**config.mk**
```make
export PLATFORM = sky130hd
export DESIGN_NAME = multi_axis_step_pulse_generator_unit
export DESIGN_NICKNAME = d
export VERILOG_FILES = /design/src/design/mspg_pkg.sv /design/src/design/mspg_alu.sv /design/src/design/multi_axis_step_pulse_generator_unit.sv
export SDC_FILE = /design/constraint.sdc
export NUM_CORES = 2
export LEC_CHECK = 0
export BUFFER_PORTS_ARGS = -buffer_cell sky130_fd_sc_hd__buf_2
export CAP_MARGIN = 0
export CORE_MARGIN = 2
export CORE_UTILIZATION = 40
export CTS_CLUSTER_SIZE = 8
export DETAILED_ROUTE_END_ITERATION = 8
export PLACE_DENSITY = 0.64
export SETUP_SLACK_MARGIN = 0.2
export SYNTH_ARGS = -nofsm -noshare
export SYNTH_HDL_FRONTEND = slang
export SYNTH_SLANG_ARGS = --single-unit
```
**constraint.sdc**
```tcl
create_clock -name clk -period 19.5 [get_ports clk]
set_clock_uncertainty 0.05 [all_clocks]
set_input_delay 0.975 -clock clk [delete_from_list [all_inputs] [get_ports clk]]
set_output_delay 0.975 -clock clk [all_outputs]
set_load 0.01 [all_outputs]
```
**src/design/mspg_pkg.sv**
```systemverilog
// Shared types and constants of the step and direction pulse generator.
`default_nettype none
package mspg_pkg;

	localparam int DATA_W = 32;
	localparam int LINE_W = 9;

	// command codes
	localparam logic [2:0] CMD_TICK  = 3'd0;
	localparam logic [2:0] CMD_LOAD  = 3'd1;
	localparam logic [2:0] CMD_START = 3'd2;
	localparam logic [2:0] CMD_ABORT = 3'd3;
	localparam logic [2:0] CMD_WPOS  = 3'd4;
	localparam logic [2:0] CMD_WPER  = 3'd5;
	localparam logic [2:0] CMD_READ  = 3'd6;

	localparam logic [DATA_W-1:0] FIRST_EDGE     = 32'd50;
	localparam logic [DATA_W-1:0] PERIOD_DEFAULT = 32'd16000;
	localparam logic [DATA_W-1:0] PERIOD_LAST    = 32'd1072;
	localparam logic [LINE_W-1:0] INVERT_RESET   = 9'd316;

	typedef struct packed {
		logic [DATA_W-1:0] a;
		logic [DATA_W-1:0] b;
		logic              sub;
	} alu_req_t;

	typedef struct packed {
		logic [DATA_W-1:0] sum;
		logic              carry;
	} alu_rsp_t;

endpackage
`default_nettype wire

```
**src/design/mspg_alu.sv**
```systemverilog
// Shared 32-bit add, subtract and compare unit.
`default_nettype none
module mspg_alu (
	input  mspg_pkg::alu_req_t req,
	output mspg_pkg::alu_rsp_t rsp
);
	import mspg_pkg::*;

	logic [DATA_W:0] total;

	// subtract as a + ~b + 1; carry out high means a >= b (unsigned)
	assign total     = {1'b0, req.a} + {1'b0, req.b ^ {DATA_W{req.sub}}}
	                 + {{DATA_W{1'b0}}, req.sub};
	assign rsp.sum   = total[DATA_W-1:0];
	assign rsp.carry = total[DATA_W];

endmodule
`default_nettype wire

```
**src/design/multi_axis_step_pulse_generator_unit.sv**
```systemverilog
// Top level of the multi-channel step and direction pulse generator.
// A tick runs ST_TIME, then each channel through ST_PH0, ST_PH1 and ST_PH2 (one, two or
// three adder operations per channel); start: ST_PH0 and ST_PH1 per channel; abort:
// ST_PH0 per channel; load, write, read: ST_PH0 unless the channel is out of range;
// spare code: straight to ST_DONE. Busy stays high until idle, one request at a time.
// The receiver cannot stall: each result shows for the single cycle that done is high.
// Reset (arst_n low, asynchronous) clears channel state, sets default periods and mask.
`default_nettype none
module multi_axis_step_pulse_generator_unit #(
	parameter int CHANNELS = 9
) (
	input  wire logic                          clk,
	input  wire logic                          arst_n,
	// request channel
	input  wire logic                          start,
	output logic                               busy,
	input  wire logic [2:0]                    command,
	input  wire logic [3:0]                    channel,
	input  wire logic signed [mspg_pkg::DATA_W-1:0] value,
	// invert mask write channel
	input  wire logic                          cfg_valid,
	output logic                               cfg_ready,
	input  wire logic [mspg_pkg::LINE_W-1:0]   cfg_data,
	// result
	output logic                               done,
	output logic [mspg_pkg::LINE_W-1:0]        step_lines,
	output logic [mspg_pkg::LINE_W-1:0]        dir_lines,
	output logic                               busy_res,
	output logic signed [mspg_pkg::DATA_W-1:0] position_read
);
	import mspg_pkg::*;

	localparam int IDX_W = (CHANNELS > 1) ? $clog2(CHANNELS) : 1;
	localparam int EXT_W = (CHANNELS > LINE_W) ? CHANNELS : LINE_W;
	localparam logic [IDX_W-1:0] LAST_IDX = IDX_W'(CHANNELS - 1);
	localparam logic [4:0]       CH_LIM   = 5'(CHANNELS);

	// sequencer states
	localparam logic [2:0] ST_IDLE = 3'd0;
	localparam logic [2:0] ST_TIME = 3'd1;
	localparam logic [2:0] ST_PH0  = 3'd2;
	localparam logic [2:0] ST_PH1  = 3'd3;
	localparam logic [2:0] ST_PH2  = 3'd4;
	localparam logic [2:0] ST_DONE = 3'd5;

	logic [2:0]        state_q;
	logic [IDX_W-1:0]  idx_q;
	logic [2:0]        cmd_q;
	logic [DATA_W-1:0] val_q;
	logic [DATA_W-1:0] pos_rd_q;
	logic [DATA_W-1:0] time_now_q;
	logic [LINE_W-1:0] invert_q;

	// per-channel state; the arrays are read at the sweep index, the vectors also as a whole
	logic [DATA_W-1:0] position_q  [CHANNELS];
	logic [DATA_W-1:0] staged_q    [CHANNELS];
	logic [DATA_W-1:0] remaining_q [CHANNELS];
	logic [DATA_W-1:0] next_edge_q [CHANNELS];
	logic [DATA_W-1:0] period_q    [CHANNELS];
	logic [CHANNELS-1:0] step_level_q;
	logic [CHANNELS-1:0] fwd_q;
	logic [CHANNELS-1:0] dir_q;
	logic [CHANNELS-1:0] rem_nz_q;

	logic [EXT_W-1:0]    inv_ext;
	logic [CHANNELS-1:0] inv_vec;
	logic [EXT_W-1:0]    step_ext;
	logic [EXT_W-1:0]    dir_ext;
	logic                accept;
	logic                ch_ok;
	logic [DATA_W-1:0]   cur_staged;

	alu_req_t alu_req;
	alu_rsp_t alu_rsp;

	mspg_alu u_alu (
		.req(alu_req),
		.rsp(alu_rsp)
	);

	assign accept     = start && !busy;
	assign ch_ok      = {1'b0, channel} < CH_LIM;
	assign busy       = (state_q != ST_IDLE);
	assign cfg_ready  = 1'b1;
	assign cur_staged = staged_q[idx_q];

	// channels beyond the mask have no invert bit and no visible line
	assign inv_ext  = EXT_W'(invert_q);
	assign inv_vec  = inv_ext[CHANNELS-1:0];
	assign step_ext = EXT_W'(step_level_q);
	assign dir_ext  = EXT_W'(dir_q);

	assign done          = (state_q == ST_DONE);
	assign step_lines    = step_ext[LINE_W-1:0];
	assign dir_lines     = dir_ext[LINE_W-1:0];
	assign busy_res      = |rem_nz_q;
	assign position_read = pos_rd_q;

	// Operand selection for the shared adder: one operation per cycle.
	always_comb begin
		alu_req = '0;
		unique case (state_q)
			ST_TIME: begin
				// advance time by one before the sweep
				alu_req.a = time_now_q;
				alu_req.b = DATA_W'(1);
			end
			ST_PH0: begin
				unique case (cmd_q)
					CMD_TICK: begin
						// carry set when the edge time is not later than now
						alu_req.a   = time_now_q;
						alu_req.b   = next_edge_q[idx_q];
						alu_req.sub = 1'b1;
					end
					CMD_START: begin
						alu_req.a = position_q[idx_q];
						alu_req.b = cur_staged;
					end
					CMD_ABORT: begin
						// back out untravelled steps against the direction of travel
						alu_req.a   = position_q[idx_q];
						alu_req.b   = remaining_q[idx_q];
						alu_req.sub = fwd_q[idx_q];
					end
					default: alu_req = '0;
				endcase
			end
			ST_PH1: begin
				unique case (cmd_q)
					CMD_TICK: begin
						alu_req.a = next_edge_q[idx_q];
						alu_req.b = period_q[idx_q];
					end
					CMD_START: begin
						// magnitude: negate when the count is negative
						alu_req.a   = '0;
						alu_req.b   = cur_staged;
						alu_req.sub = cur_staged[DATA_W-1];
					end
					default: alu_req = '0;
				endcase
			end
			ST_PH2: begin
				// count off one step on a falling edge
				alu_req.a   = remaining_q[idx_q];
				alu_req.b   = DATA_W'(1);
				alu_req.sub = 1'b1;
			end
			default: alu_req = '0;
		endcase
	end

	always_ff @(posedge clk or negedge arst_n) begin
		if (!arst_n) begin
			state_q      <= ST_IDLE;
			idx_q        <= '0;
			cmd_q        <= CMD_TICK;
			val_q        <= '0;
			pos_rd_q     <= '0;
			time_now_q   <= '0;
			invert_q     <= INVERT_RESET;
			step_level_q <= '0;
			fwd_q        <= '0;
			dir_q        <= '0;
			rem_nz_q     <= '0;
			for (int c = 0; c < CHANNELS; c++) begin
				position_q[c]  <= '0;
				staged_q[c]    <= '0;
				remaining_q[c] <= '0;
				next_edge_q[c] <= '0;
				period_q[c]    <= (c == CHANNELS - 1) ? PERIOD_LAST : PERIOD_DEFAULT;
			end
		end else begin
			if (cfg_valid && cfg_ready) begin
				invert_q <= cfg_data;
			end
			unique case (state_q)
				ST_IDLE: begin
					if (accept) begin
						cmd_q    <= command;
						val_q    <= value;
						pos_rd_q <= '0;
						idx_q    <= '0;
						priority case (command)
							CMD_TICK: state_q <= ST_TIME;
							CMD_START: begin
								time_now_q <= '0;
								state_q    <= ST_PH0;
							end
							CMD_ABORT: state_q <= ST_PH0;
							CMD_LOAD, CMD_WPOS, CMD_WPER, CMD_READ: begin
								// single-channel request: drop it when out of range
								if (ch_ok) begin
									idx_q   <= channel[IDX_W-1:0];
									state_q <= ST_PH0;
								end else begin
									state_q <= ST_DONE;
								end
							end
							default: state_q <= ST_DONE;
						endcase
					end
				end
				ST_TIME: begin
					time_now_q <= alu_rsp.sum;
					state_q    <= ST_PH0;
				end
				ST_PH0: begin
					unique case (cmd_q)
						CMD_TICK: begin
							if (alu_rsp.carry && rem_nz_q[idx_q]) begin
								state_q <= ST_PH1;
							end else if (idx_q == LAST_IDX) begin
								state_q <= ST_DONE;
							end else begin
								idx_q <= idx_q + 1'b1;
							end
						end
						CMD_START: begin
							position_q[idx_q]  <= alu_rsp.sum;
							fwd_q[idx_q]       <= !cur_staged[DATA_W-1];
							dir_q[idx_q]       <= (|cur_staged)
							                   && (cur_staged[DATA_W-1] ^ inv_vec[idx_q]);
							next_edge_q[idx_q] <= FIRST_EDGE;
							state_q            <= ST_PH1;
						end
						CMD_ABORT: begin
							position_q[idx_q]  <= alu_rsp.sum;
							remaining_q[idx_q] <= '0;
							rem_nz_q[idx_q]    <= 1'b0;
							if (idx_q == LAST_IDX) begin
								state_q <= ST_DONE;
							end else begin
								idx_q <= idx_q + 1'b1;
							end
						end
						CMD_LOAD: begin
							staged_q[idx_q] <= val_q;
							state_q         <= ST_DONE;
						end
						CMD_WPOS: begin
							position_q[idx_q] <= val_q;
							state_q           <= ST_DONE;
						end
						CMD_WPER: begin
							period_q[idx_q] <= val_q;
							state_q         <= ST_DONE;
						end
						CMD_READ: begin
							pos_rd_q <= position_q[idx_q];
							state_q  <= ST_DONE;
						end
						default: state_q <= ST_DONE;
					endcase
				end
				ST_PH1: begin
					priority if (cmd_q == CMD_TICK) begin
						next_edge_q[idx_q] <= alu_rsp.sum;
						if (step_level_q[idx_q]) begin
							step_level_q[idx_q] <= 1'b0;
							state_q             <= ST_PH2;
						end else begin
							step_level_q[idx_q] <= 1'b1;
							if (idx_q == LAST_IDX) begin
								state_q <= ST_DONE;
							end else begin
								idx_q   <= idx_q + 1'b1;
								state_q <= ST_PH0;
							end
						end
					end else begin
						remaining_q[idx_q] <= alu_rsp.sum;
						rem_nz_q[idx_q]    <= |cur_staged;
						if (idx_q == LAST_IDX) begin
							state_q <= ST_DONE;
						end else begin
							idx_q   <= idx_q + 1'b1;
							state_q <= ST_PH0;
						end
					end
				end
				ST_PH2: begin
					remaining_q[idx_q] <= alu_rsp.sum;
					rem_nz_q[idx_q]    <= |alu_rsp.sum;
					if (idx_q == LAST_IDX) begin
						state_q <= ST_DONE;
					end else begin
						idx_q   <= idx_q + 1'b1;
						state_q <= ST_PH0;
					end
				end
				ST_DONE: state_q <= ST_IDLE;
				default: state_q <= ST_IDLE;
			endcase
		end
	end

	// the done strobe lasts one cycle and only ends a request in progress
	a_done_single: assert property (@(posedge clk) disable iff (!arst_n)
		done |=> !done)
		else $error("done held for more than one cycle");

	a_accept_busy: assert property (@(posedge clk) disable iff (!arst_n)
		accept |=> busy)
		else $error("accepted request did not start the sequencer");

	a_read_zero: assert property (@(posedge clk) disable iff (!arst_n)
		(done && cmd_q != CMD_READ) |-> (position_read == '0))
		else $error("position_read nonzero outside a read request");

	a_nz_track: assert property (@(posedge clk) disable iff (!arst_n)
		(state_q == ST_IDLE) |-> (rem_nz_q[idx_q] == (remaining_q[idx_q] != '0)))
		else $error("remaining-step flag out of step with the count");

	a_time_reset: assert property (@(posedge clk) disable iff (!arst_n)
		(accept && command == CMD_START) |=> (time_now_q == '0))
		else $error("start did not clear the time counter");

endmodule
`default_nettype wire
```
* After elaboration in Yosys (flattened, before gate mapping)
Index checks and enable logic that the tools add are counted.
Word-level totals: input bits 52, flip-flop bits (word level) 1591
Operators by class: eq/ne operators 28, bitwise operators 12, multiplexer cells 79, reductions and logical operators 34, order comparisons 5, $add $sub $neg 3
Operators by type and width (count):
- 288-bit bitwise mux | 6
- 288-bit two-way mux | 4
- 288-bit one-hot mux with 2 select lines | 2
- 288-bit one-hot mux with 3 select lines | 1
- 32-bit binary-select mux with 4-bit select | 5
- 32-bit two-way mux | 15
- 288-bit bitwise AND | 1
- 288-bit inverter | 1
- 261-bit bitwise AND | 1
- 261-bit inverter | 1
- 64-bit one-hot mux with 4 select lines | 1
- 64-bit one-hot mux with 3 select lines | 1
- 32-bit demux with 4-bit select | 1
- 32-bit one-hot mux with 2 select lines | 2
- 64-bit one-hot mux with 2 select lines | 1
- 32-bit OR reduction | 2
- 9-bit bitwise mux | 4
- 32-bit by 32-bit adder with 33-bit output | 1
- 33-bit by 1-bit adder with 33-bit output | 1
- 32-bit bitwise XOR | 1
- 4-bit two-way mux | 7
- 9-bit two-way mux | 3
- 27-bit bitwise OR | 1
- 9-bit one-hot mux with 3 select lines | 1
- other kinds (40) | 97

* Logic depth before layout (Yosys ltp)
depth in word-level cells 13, mapped depth 32, gate-level depth less buffers 23

* Hierarchy
Synthesis repeated with hierarchy kept, for this count alone.
Second synthesis, totals: cell total of the unflattened synthesis 6387, area total of the unflattened synthesis 74667.9 um^2
Modules (own cells, without submodules):
- multi_axis_step_pulse_generator_unit | area each 72567.1 um^2, times used 1, seq. area each 39883.3 um^2, cells each 6087
- mspg_alu | area each 2100.8 um^2, times used 1, seq. area each 0.0 um^2, cells each 300

* Least setup slack after synthesis
No wires, ideal clock.
path type reg2reg, start point reg idx_q[0], end point reg rem_nz_q[2], data required time 19308 ps, buffers on the path 9, setup slack 11916 ps, cell stages (with the launch flop) 27, setup time 142 ps, data arrival time 7392 ps, cells stage by stage dfrtp_1 -> buf_2 -> buf_2 -> buf_2 -> buf_2 -> buf_1 -> buf_2 -> buf_1 -> clkbuf_1 -> buf_1 -> o22ai_1 -> a22o_1 -> a22o_1 -> a221o_1 -> ha_1 -> a21o_1 -> a221oi_1 -> o21ai_0 -> a21o_1 -> xor2_1 -> or4_1 -> nor4b_1 -> or4bb_1 -> nor4_1 -> nand4_1 -> o41ai_4 -> o21ai_0
On the way: word-level cells in the longest chain between the ends 12
RTL lines:
- start: declaration | line multi_axis_step_pulse_generator_unit.sv:47 | logic [IDX_W-1:0] idx_q;
- start signal: assignment | line multi_axis_step_pulse_generator_unit.sv:195 | idx_q <= channel[IDX_W-1:0];
- start signal: assignment | line multi_axis_step_pulse_generator_unit.sv:217 | idx_q <= idx_q + 1'b1;
- start signal: assignment | line multi_axis_step_pulse_generator_unit.sv:235 | idx_q <= idx_q + 1'b1;
- 4-bit inverter with 5-bit output (implied by the code)
- 32-bit binary-select mux with 4-bit select (on tied branches)
- 32-bit two-way mux (on tied branches) (2 in a row)
- 64-bit one-hot mux with 3 select lines (tied with other cells) | line multi_axis_step_pulse_generator_unit.sv:109 | unique case (cmd_q)
- 64-bit one-hot mux with 4 select lines / 1-bit one-hot mux with 3 select lines (equally long branches) | line multi_axis_step_pulse_generator_unit.sv:102 | unique case (state_q)
- 32-bit bitwise XOR | line mspg_alu.sv:12 | assign total = {1'b0, req.a} + {1'b0, req.b ^ {DATA_W{req.sub}}}
- 32-bit by 32-bit adder with 33-bit output | line mspg_alu.sv:12
- 33-bit by 1-bit adder with 33-bit output | line mspg_alu.sv:13 | + {{DATA_W{1'b0}}, req.sub};
- 32-bit OR reduction | line multi_axis_step_pulse_generator_unit.sv:285 | rem_nz_q[idx_q] <= |alu_rsp.sum;
- 9-bit bitwise mux | line multi_axis_step_pulse_generator_unit.sv:285
- 9-bit one-hot mux with 3 select lines (*) | line multi_axis_step_pulse_generator_unit.sv:178 | unique case (state_q)
- end signal: indexed assignment | line multi_axis_step_pulse_generator_unit.sv:274 | rem_nz_q[idx_q] <= |cur_staged;
- end signal: indexed assignment | line multi_axis_step_pulse_generator_unit.sv:285
- end: declaration | line multi_axis_step_pulse_generator_unit.sv:63 | logic [CHANNELS-1:0] rem_nz_q;
Mark *: on every way between the ends. The rest lies on a longest branch, timed or not. The select of a mux whose other input is x is not followed. A chain may end at the register's enable or synchronous reset.

* Worst setup path after layout
start point reg idx_q[2], end point reg rem_nz_q[2]
Same word-level chain as after synthesis.

==> results.md <==
* Number of iterations in the first detailed-routing pass at 5
* Max cap viols at 0
* Flop2flop setup slack at 10,420 ps
* Layout cell share with drive strength beyond 1 at 21.64%
* Core area at 185,000 µm²
* Layout Utilization at 45.07%
* Final period demand of the worst path at 9076 ps
* Filler cell count at 17.06k
* Vias in the first global route at 55.57k
* Crit-path max FO at 59
* Synthesized area per cell at 11.27 µm²
* Max frequency at 110.2 MHz
* Most frequent cells in the layout: dfrtp_1, nand2_1, o21ai_0, mux2_2, mux2i_1
* PostCTS Resize Cnt at 0
* Unrepaired setup endpoints after global routing: no
* Total GRT Usage at 26.21%
* Placed cell count at 8,726
* Ys async rst share at 100.0%
* Most common cell after layout, fill and taps aside: dfrtp_1
* Detailed-route vias per instance at 6.061
* Post-layout power at 12,850 µW
* Initial antenna violation count at 10
* Worst slew pin tran at 1328 ps
* Dpl hpwl at 155,000 µm
* Setup violators final at 0
* Post-Route WL at 251,100 µm
* # hold bufs at CTS at 0
* Post-Syn Nets at 6,682
* Core Rows at 158
* I/O pin count at 106
* CTS Sinks at 1,591
* DR vias at 54.90k
* Slew margin rel. at 10.89%
* Peak supply drop at 0.1139 mV
* Worst flop-to-flop path startpoint: idx_q[2]
* Area of the multi-input gates at 32,360 µm²
* CTS tree: yes
* First-pass GRT wire length at 373,700 µm
* Critical R2R Capture: rem_nz_q[2]
* Num CTS Buffers at 218
* Fin. max-slew vios at 0
* Final hold vios at 0
* Reg2Reg Depth at 25
* Ys flop type: dfrtp_1
* Post-Layout Cell Count at 9,057
* DRC Markers at 0
* Sequential Area at 39,900 µm²
* Worst-skew pair later-pin latency at 890 ps
* Area of the die at 189,300 µm²
* Largest net degree at the start of global routing at 175
* Root cell of the clock tree: clkbuf_16
* Post-Syn Area at 74,330 µm²
* Status: finished clean
* Tcrit/Tclk final at 46.54%
* Setup_tns at 0 ps
* Power Density at 154.1 nW/µm²
* IO Port Bufs at 104
* Synth-to-layout area growth at 12.21%
* Drt wl/cell at 27.73 µm
* H-tree depth reported by CTS at 4
* Yosys synthesis warning count at 0
* GR Overflow Total at 0
* Leakage power at 0.03730 µW
* Post-synth cell types at 70
* Sequential area share after synthesis at 53.66%
* WS Path Type: register to register
* Synthesis-stage register bit count at 1,591
* CP endpoint kind: register
* CTS clk-pin slew, worst paths at 50 ps
* Syn Inst Count at 6,594
* Hold crit path type: input port to asynchronous set/reset pin
* Starting density of the core at 40.17%
* Post-CTS Setup Bufs at 0
* Initial DRC count at 5,336
* CTS max path bufs at 3
* Post-synth EDFFs at 0
* Startpoint types: register
* Worst Path Arrival at 9730 ps
* Die Width at 435.1 µm
* Die Ht at 435.1 µm
* GP Congestion at 0.9640
* Post-layout net count at 6,554
* Antenna Nets Post-Route at 0
* Worst Path Required at 20,160 ps
==> per-stage QoR <==
stage	setup slack (ps)	hold slack (ps)	instance area [µm²]
finish	10420	80.21	83410
global route	9991	108.7	83400
CTS	10490	116.0	83400
detailed placement	10510	411.5	77190
global placement	10330	401.8	77180
floorplan	11920	384.0	74330
==> Yosys cell counts (15+ instances only) <==
master,instances,share of area (%)
mux2_2,644,9.8
a21oi_1,251,1.7
o2bb2ai_1,20,0.24
o21ai_0,732,4.9
ha_1,35,0.59
a221o_1,23,0.31
clkbuf_1,458,2.3
xnor2_1,44,0.52
nor2_1,227,1.1
nand2_1,876,4.4
or2_2,16,0.13
buf_1,131,0.66
a22o_1,375,4.4
dfstp_2,56,2.0
mux2i_1,391,5.3
mux4_2,132,4.0
a211oi_1,82,0.83
dfrtp_1,1535,52
a21o_1,32,0.32
o22ai_1,189,1.6
a31oi_1,15,0.13
o22a_1,19,0.22
buf_2,16,0.11
nand2b_1,44,0.37
a22oi_1,18,0.18
nor2b_1,42,0.35
and2_1,22,0.19
==> worst max-delay path, cell delays in order (launching register included) <==
cell and delay [ps]:
dfrtp_4 1040, buf_4 710, buf_4 800, buf_4 670
mux2i_1 260, nor2_1 50, a21oi_1 140, o22ai_1 100
a22o_1 290, a22o_1 200, a221o_1 260, ha_1 380
a21o_1 230, a21o_1 160, a21oi_1 80, o21ai_0 240
a221o_1 270, a21o_1 170, a31oi_1 90, o41ai_1 710
a31oi_1 190, xnor2_1 280, buf_4 250, or4_1 590
o41ai_4 450, o21ai_0 170
==> kinds of logic after synthesis <==
logic type               share of synthesized area [%]
AO/OA/AOI/OAI                                    15.54
flip-flops                                       53.66
XOR/XNOR                                        0.6834
multiplexers                                     19.02
AND/OR/NAND/NOR                                  7.324
adder cells (fa/ha/maj)                         0.6161
buffers and inverters                            3.153
other                                         0.005045
==> area by class of cell <==
cell class              count  area share, %
well taps                2480          3.720
clock buffers             312          7.039
inverters                  12        0.06001
flip-flops and latches   1591          47.83
multi-input cells        4385          38.80
diodes                      2       0.006001
repair buffers            258          2.133
clock inverters            17         0.4095
==> state kept, by name (all words and copies together), names as in the netlist, named ones only <==
| signal | cells |
|---|---|
| rem_nz_q | 9 |
| remaining_q | 288 |
| staged_q | 288 |
| time_now_q | 32 |
| cmd_q | 3 |
| inv_ext | 9 |
| val_q | 32 |
| fwd_q | 9 |
| position_q | 288 |
| period_q | 288 |
| position_read | 32 |
| next_edge_q | 288 |
| idx_q | 4 |
| dir_lines | 9 |
| state_q | 3 |
==> power by group <==
group          switching, µW  internal (µW)
combinational           3170           1530
sequential               577           4060
clock                   1450           2060
total                   5190           7650
==> worst max-delay path by stage <==
stage,slack [ps],endpoint,from,depth (start not counted)
final,10420,rem_nz_q[2],idx_q[2],25
after global routing,9990,rem_nz_q[1],idx_q[2],25
after CTS,10490,rem_nz_q[7],idx_q[2],23
after detailed placement,10510,rem_nz_q[7],idx_q[2],23
after global placement,10330,position_q[221],idx_q[2],23
after floorplan,11920,rem_nz_q[2],idx_q[0],26
==> layer usage <==
layer  wire (µm)  track usage [%]  up-vias
li1            -                -    23505
met1      103400            34.34    28523
met2      116200            41.51     2287
met3       18860            5.536      580
met4       12720            12.48        2
met5           8                0        -
(Power assumes the default switching activity.)
